==> src/sv/gdpt_pkg.sv <==
`default_nettype none
package gdpt_pkg;

	localparam int NODE_W = 6;
	localparam int OP_W   = 2;

	typedef enum logic [OP_W-1:0] {
		OP_CLEAR  = 2'd0,
		OP_ADD    = 2'd1,
		OP_SEARCH = 2'd2,
		OP_PATH   = 2'd3
	} op_t;

	typedef enum logic [4:0] {
		CMD_NONE,
		CMD_LOAD,
		CMD_CLEAR,
		CMD_ADD_RD,
		CMD_ADD_WR,
		CMD_S_INIT,
		CMD_POP,
		CMD_DEG,
		CMD_SCAN,
		CMD_E_RD,
		CMD_OUT_SRCH,
		CMD_OUT_ADDERR,
		CMD_OUT_PERR,
		CMD_P_INIT,
		CMD_P_STEP,
		CMD_P_ADV,
		CMD_P_SRC,
		CMD_PE_RD,
		CMD_OUT_PATH
	} cmd_t;

	typedef struct packed {
		op_t  op;
		logic add_err;
		logic ab_bad;
		logic sp_zero;
		logic scan_done;
		logic idx_last;
		logic at_src;
		logic walk_err;
		logic pidx_zero;
		logic out_free;
	} status_t;

endpackage
`default_nettype wire

==> src/sv/gdpt_ctrl.sv <==
`default_nettype none
module gdpt_ctrl import gdpt_pkg::*; (
	input  wire logic    clk,
	input  wire logic    arst_n,
	input  wire logic    in_valid,
	output logic         in_ready,
	input  wire status_t status,
	output cmd_t         cmd
);

	typedef enum logic [3:0] {
		ST_IDLE,
		ST_DISPATCH,
		ST_ADD_WR,
		ST_POP,
		ST_DEG,
		ST_SCAN,
		ST_EMIT_RD,
		ST_EMIT_WR,
		ST_WALK,
		ST_ADV,
		ST_PE_RD,
		ST_PE_WR
	} state_t;

	state_t state_q, state_nx;

	assign in_ready = state_q == ST_IDLE;

	always_comb begin
		cmd      = CMD_NONE;
		state_nx = state_q;
		case (state_q)
			ST_IDLE: if (in_valid) begin
				cmd      = CMD_LOAD;
				state_nx = ST_DISPATCH;
			end
			ST_DISPATCH: begin
				case (status.op)
					OP_CLEAR: begin
						cmd      = CMD_CLEAR;
						state_nx = ST_IDLE;
					end
					OP_ADD: begin
						cmd      = CMD_ADD_RD;
						state_nx = ST_ADD_WR;
					end
					OP_SEARCH: begin
						cmd      = CMD_S_INIT;
						state_nx = ST_POP;
					end
					OP_PATH: begin
						cmd      = CMD_P_INIT;
						state_nx = ST_WALK;
					end
					default: state_nx = ST_IDLE;
				endcase
			end
			ST_ADD_WR: begin
				if (!status.add_err) begin
					cmd      = CMD_ADD_WR;
					state_nx = ST_IDLE;
				end else if (status.out_free) begin
					cmd      = CMD_OUT_ADDERR;
					state_nx = ST_IDLE;
				end
			end
			ST_POP: begin
				if (status.sp_zero) begin
					cmd      = CMD_E_RD;
					state_nx = ST_EMIT_WR;
				end else begin
					cmd      = CMD_POP;
					state_nx = ST_DEG;
				end
			end
			ST_DEG: begin
				cmd      = CMD_DEG;
				state_nx = ST_SCAN;
			end
			ST_SCAN: begin
				// last issued entry is still handled on the way out
				cmd = CMD_SCAN;
				if (status.scan_done)
					state_nx = ST_POP;
			end
			ST_EMIT_RD: begin
				cmd      = CMD_E_RD;
				state_nx = ST_EMIT_WR;
			end
			ST_EMIT_WR: if (status.out_free) begin
				cmd      = CMD_OUT_SRCH;
				state_nx = status.idx_last ? ST_IDLE : ST_EMIT_RD;
			end
			ST_WALK: begin
				if (status.ab_bad || (!status.at_src && status.walk_err)) begin
					if (status.out_free) begin
						cmd      = CMD_OUT_PERR;
						state_nx = ST_IDLE;
					end
				end else if (status.at_src) begin
					cmd      = CMD_P_SRC;
					state_nx = ST_PE_RD;
				end else begin
					cmd      = CMD_P_STEP;
					state_nx = ST_ADV;
				end
			end
			ST_ADV: begin
				cmd      = CMD_P_ADV;
				state_nx = ST_WALK;
			end
			ST_PE_RD: begin
				cmd      = CMD_PE_RD;
				state_nx = ST_PE_WR;
			end
			ST_PE_WR: if (status.out_free) begin
				cmd      = CMD_OUT_PATH;
				state_nx = status.pidx_zero ? ST_IDLE : ST_PE_RD;
			end
			default: state_nx = ST_IDLE;
		endcase
	end

	always_ff @(posedge clk or negedge arst_n) begin
		if (!arst_n)
			state_q <= ST_IDLE;
		else
			state_q <= state_nx;
	end

endmodule
`default_nettype wire

==> config.mk <==
export PLATFORM = sky130hd
export DESIGN_NAME = gdpt_ctrl
export DESIGN_NICKNAME = d
export VERILOG_FILES = /design/src/sv/gdpt_pkg.sv /design/src/sv/gdpt_ctrl.sv
export SDC_FILE = /design/constraint.sdc
export NUM_CORES = 1
export LEC_CHECK = 0
export ABC_AREA = 0
export BUFFER_PORTS_ARGS = -buffer_cell sky130_fd_sc_hd__buf_2
export CAP_MARGIN = 15
export CORE_UTILIZATION = 47
export DETAILED_ROUTE_END_ITERATION = 16
export HOLD_SLACK_MARGIN = 0.08
export PLACE_DENSITY = 0.86
export SETUP_SLACK_MARGIN = 0.1
export SLEW_MARGIN = 30
export SYNTH_ARGS = -nofsm -noshare
export SYNTH_HDL_FRONTEND = slang
export SYNTH_SLANG_ARGS = --single-unit
==> constraint.sdc <==
create_clock -name clk -period 1.4 [get_ports clk]
set_input_delay 0.14 -clock clk [delete_from_list [all_inputs] [get_ports clk]]
set_output_delay 0.14 -clock clk [all_outputs]
set_load 0.03 [all_outputs]
==> results of run 1 <==
logic make-up after synthesis:
kind of cell	Yosys count	share of synthesized area (%)
buffers and inverters	15	9.889
adders and majority gates	5	7.974
and+or+nand+nor	35	24.72
muxes	1	1.276
xor gates and xnor gates	1	1.117
AOI/OAI and AO/OA	46	42.27
DFF	4	12.76
cells in the mapped netlist, types with 2 or more instances:
master and n:
a21oi_1 8, a22o_1 2, a22oi_1 2, buf_2 2
buf_4 3, clkbuf_1 2, dfrtp_1 4, ha_1 5
inv_1 7, nand2_1 3, nand2b_1 5, nand3_1 2
nor2_1 10, nor2b_1 4, nor3_1 2, nor4_1 3
o21ai_0 9, o22ai_1 6
repair_timing:
action / 4_1_cts
endpoints found under the setup margin: 10
setup buffers: 9
hold buffers: 1
endpoints found under the hold margin: 4
gates resized for setup: 49
pin swaps: 18
metrics by stage:
| step | instance area (µm²) | util (%) | setup slack [ns] | std cells | hold WS, ns |
|---|---|---|---|---|---|
| 4_1_cts | 1421 | 93.27 | -0.3203 | 175 | 0.2206 |
| 3_3_place_gp | 1127 | 73.97 | -0.1910 | 163 | -0.05328 |
| 2_1_floorplan | 875.8 | - | 0.007480 | 107 | -0.1556 |
| 3_5_place_dp | 1127 | 73.97 | -0.2377 | 163 | -0.05285 |
==> metrics.txt, run 1 <==
outcome=stopped before the end; Failed at=5_1_grt; Run Error=[ERROR DPL-0038] Utilization greater than 100%, impossible to legalize; Worst-path end type=top-level output; CTS H-tree depth=1; Syn Std Cell Area=a little under 800 µm²; Seq/Total Area, Yosys=between 10% and 20%; # IOs=20; post-synth top area cell=dfrtp_1; Initial Util=51.48%; top cell type's share of synthesized area=12.76%; post-synth cell types=between 40 and 50; CTS max path bufs=2; hpwl dp=approximately 2.1 mm; num rows=14; die width=between 40 and 50 µm; CTS buffer count=3; Post-Syn Nets=126; Root Driver=clkbuf_4; Post-Syn Instances=107; Syn. warnings=0; PortBufs=19; Sink Count=4; Post-synth ARST share=100.0%; Worst endpoint, post-GRT repair=cmd[1]; Avg Cell Area, Syn=around 7.3 µm²; die height=~43 µm; Area contributors post-synth=dfrtp_1, ha_1, o21ai_0; Post-synth EDFFs=0; largest net degree at the start of global routing=11; Yosys reg bits=4; Post-synth top flop=dfrtp_1; routability-driven placement congestion ratio=approximately 0.98
==> inputs of run 2 (changes only) <==
- CORE_AREA: default -> 2 2 63 65
- CORE_UTILIZATION: 47 -> default
- DIE_AREA: default -> 0 0 65 67
- HOLD_SLACK_MARGIN: 0.08 -> default
- PLACE_DENSITY: 0.86 -> default
- PLACE_DENSITY_LB_ADDON: default -> 0.15
- SETUP_SLACK_MARGIN: 0.1 -> default
- clock period: 1.4 -> 1.8 ns (I/O delays scaled with it)
==> run 2 against run 1 <==
Against the previous run:
- synthesized area unchanged
- the flow now finishes without violations
- synthesized cell count unchanged
==> metrics.txt, run 2 <==
outcome=finished, final reports clean; Seq/Total Area, Yosys=12.76% (unchanged); WHS=roughly 0.3 ns; fin crit period=approximately 1.8 ns; f_max=~570 MHz; Area contributors post-synth=dfrtp_1, ha_1, o21ai_0; Initial Util=21.76% (-30 points); DRT iter0 DRCs=18; Max-slew headroom=77.82%; num rows=22 (+8); switching power=912.2 µW; Reg clk slew, reported paths=0.04 ns; WL/cell=13.80 µm; Syn. warnings=0 (unchanged); CTS H-tree depth=1 (unchanged); # IOs=20 (unchanged); XOR/XNOR Fraction of Synth Area=1.116% (unchanged); Clock power frac=a little over a tenth; switching share of total power=between 40% and 50%; routability-driven placement congestion ratio=0.8144 (-17%); worst min path class=in2async; Slew @ Worst Pin=between 0.3 and 0.4 ns; Root Driver=clkbuf_8; Sink Count=4 (unchanged); Post-synth EDFFs=0 (unchanged); Worst Setup End Kind=output port; Critical Path RT=1.62 ns; Slew Limit Fails=0; CTS buffer count=3 (unchanged); synth-to-layout area growth=50.08%; crit path from=state_q[1]; WP buf/inv=2; Avg Cell Area, Syn=7.332 µm² (unchanged); first-pass detailed-route iteration total=4; max-cap violations=0; post-synth top area cell=dfrtp_1; skew final=around 0.0061 ns; DRC violations left=0; Seq pwr share=slightly below 10%; PortBufs=19 (unchanged); largest net degree at the start of global routing=18; commonest non-fill, non-tap cell in the layout=buf_4; Reg with most FFs=state_q; worst path arrival time=1.57 ns; pwr dens=between 1500 and 2000 nW/µm²; critical path type=reg2out; Multi-input gate area=649.4 µm²; Post-Syn Instances=107 (unchanged); Syn Std Cell Area=784.5 µm² (unchanged); GRT Util Overall=roughly an eighth; die height=67 µm (+56%); Final Hold Violating Endpoints=0; first-pass GRT wire length=between 3 and 4 mm; Post-synth ARST share=100.0% (unchanged); commonest non-fill, non-tap cells in the layout=buf_4, buf_2, nor2_1, a21oi_1; # setup viols final=0; synth cell count leaders=nor2_1, o21ai_0, a21oi_1; Synth Area in Compound Gates=42.26% (unchanged); share of synthesized cell area in full adder, half adder and majority cells=7.974% (unchanged); mux cell area share after synthesis=1.276% (unchanged); Antenna Nets Post-Route=0; worst vdd ir=0.7903 mV; worst-skew pair later-pin latency=between 0.2 and 0.25 ns; fin crit share=slightly below 100%; Vias/cell=4.990; vias in the first global route=~830; initial antenna violation count=0; Pint=around 900 µW; hpwl dp=2.001 mm (-3.8%); CP top delay family=flip-flops; reg2reg start=state_q[1]; Leakage=approximately 0.52 nW; Pwr Total=approximately 1.8 mW; Post-Syn Nets=126 (unchanged); core area=around 3600 µm²; post-synth cell types=46 (unchanged); startpoint types=flop; Fillers=about 360; die width=65 µm (+52%); top cell type's share of synthesized area=12.76% (unchanged); Final Net Count=164; final wirelength=2.635 mm; n_diodes=0; CTS tree=built; DR vias=about 950; Regs by FF count=state_q x4; layout cells sized above 1=around two fifths; Max stage delay cell, worst path=dfrtp_2; worst-path fanout max=6; Yosys reg bits=4 (unchanged); die area=about 4400 µm²; grt total ovfl=0; slowest stage delay, CP=0.45 ns; setup TNS=0 ns; Post-synth top flop=dfrtp_1; cell with the most instances after synthesis=nor2_1; combinational share of power=roughly four fifths; max reg flops=4; main combinational cell family by area after synthesis=compound AO/OA/AOI/OAI gates; CP cell instances=buf_6 -> and2b_1 -> a22o_1 -> a31oi_1 -> o22ai_1 -> buf_4; post-synthesis simple-gate area fraction=24.72% (unchanged); CTS max path bufs=2 (unchanged); register area=roughly 100 µm²
[run 2: per-layer routing]
metal  vias up  wire length, µm  GRT usage, %
met1       450             1263         15.90
li1        477                -             -
met3         2              136         3.209
met2        24             1223         18.69
met5         -                0             0
met4         0               11         2.394
[run 2: cells by family (layout without fill, tap and decap cells)]
family | after synthesis | in the layout
buf+inv | 15 | 51
simple gates | 35 | 35
flops | 4 | 4
mux | 1 | 1
xor+xnor | 1 | 1
compound gates | 46 | 46
fa+ha+maj | 5 | 5
[run 2: path summary, 6_finish.rpt]
path                                   end  slack [ns]  cells past startpoint
worst max-delay path                cmd[1]        0.05                      6
worst min-delay path            state_q[0]        0.30                      2
worst max register to register  state_q[1]        0.18                      6
worst min register to register  state_q[1]        0.67                      2
max in group asynchronous       state_q[3]        1.35                      2
min in group clk                state_q[2]        0.43                      4
[run 2: timing repair]
item | CTS | global route
pin swaps | 0 | 3
buffers inserted | 0 | 10
setup endpoints to repair | 3 | 4
hold buffers | 1 | 0
gates resized for setup | 2 | 20
endpoints found under the hold margin | 4 | 0
[run 2: layout make-up]
cell class | count | area share, %
Multi-Input combinational cell | 88 | 55.15
Timing Repair Buffer | 41 | 25.29
Sequential cell | 4 | 8.714
Tap cell | 48 | 5.101
Clock buffer | 3 | 3.507
Inverter | 7 | 2.232
[run 2: power by group through the flow]
stage	clock, mW	combinational (mW)	sequential [mW]
final	0.196	1.45	0.180
after global routing	0.207	1.56	0.187
after CTS	0.202	1.24	0.185
after detailed placement	0	1.24	0.182
after global placement	0	1.27	0.185
after floorplan	0	0.910	0.162
[run 2: per-stage QoR]
stage,util [%],worst slack (ns),area [µm²],std cells
3_5_place_dp,27.45,0.1799,989.7,177
2_1_floorplan,-,0.04888,790.8,107
5_1_grt,32.65,-0.01051,1177,191
4_1_cts,28.94,0.00008349,1044,181
3_3_place_gp,27.45,0.1356,989.7,177
6_report,32.65,0.04694,1177,191
Note: power is estimated with default switching activity, not from simulation.
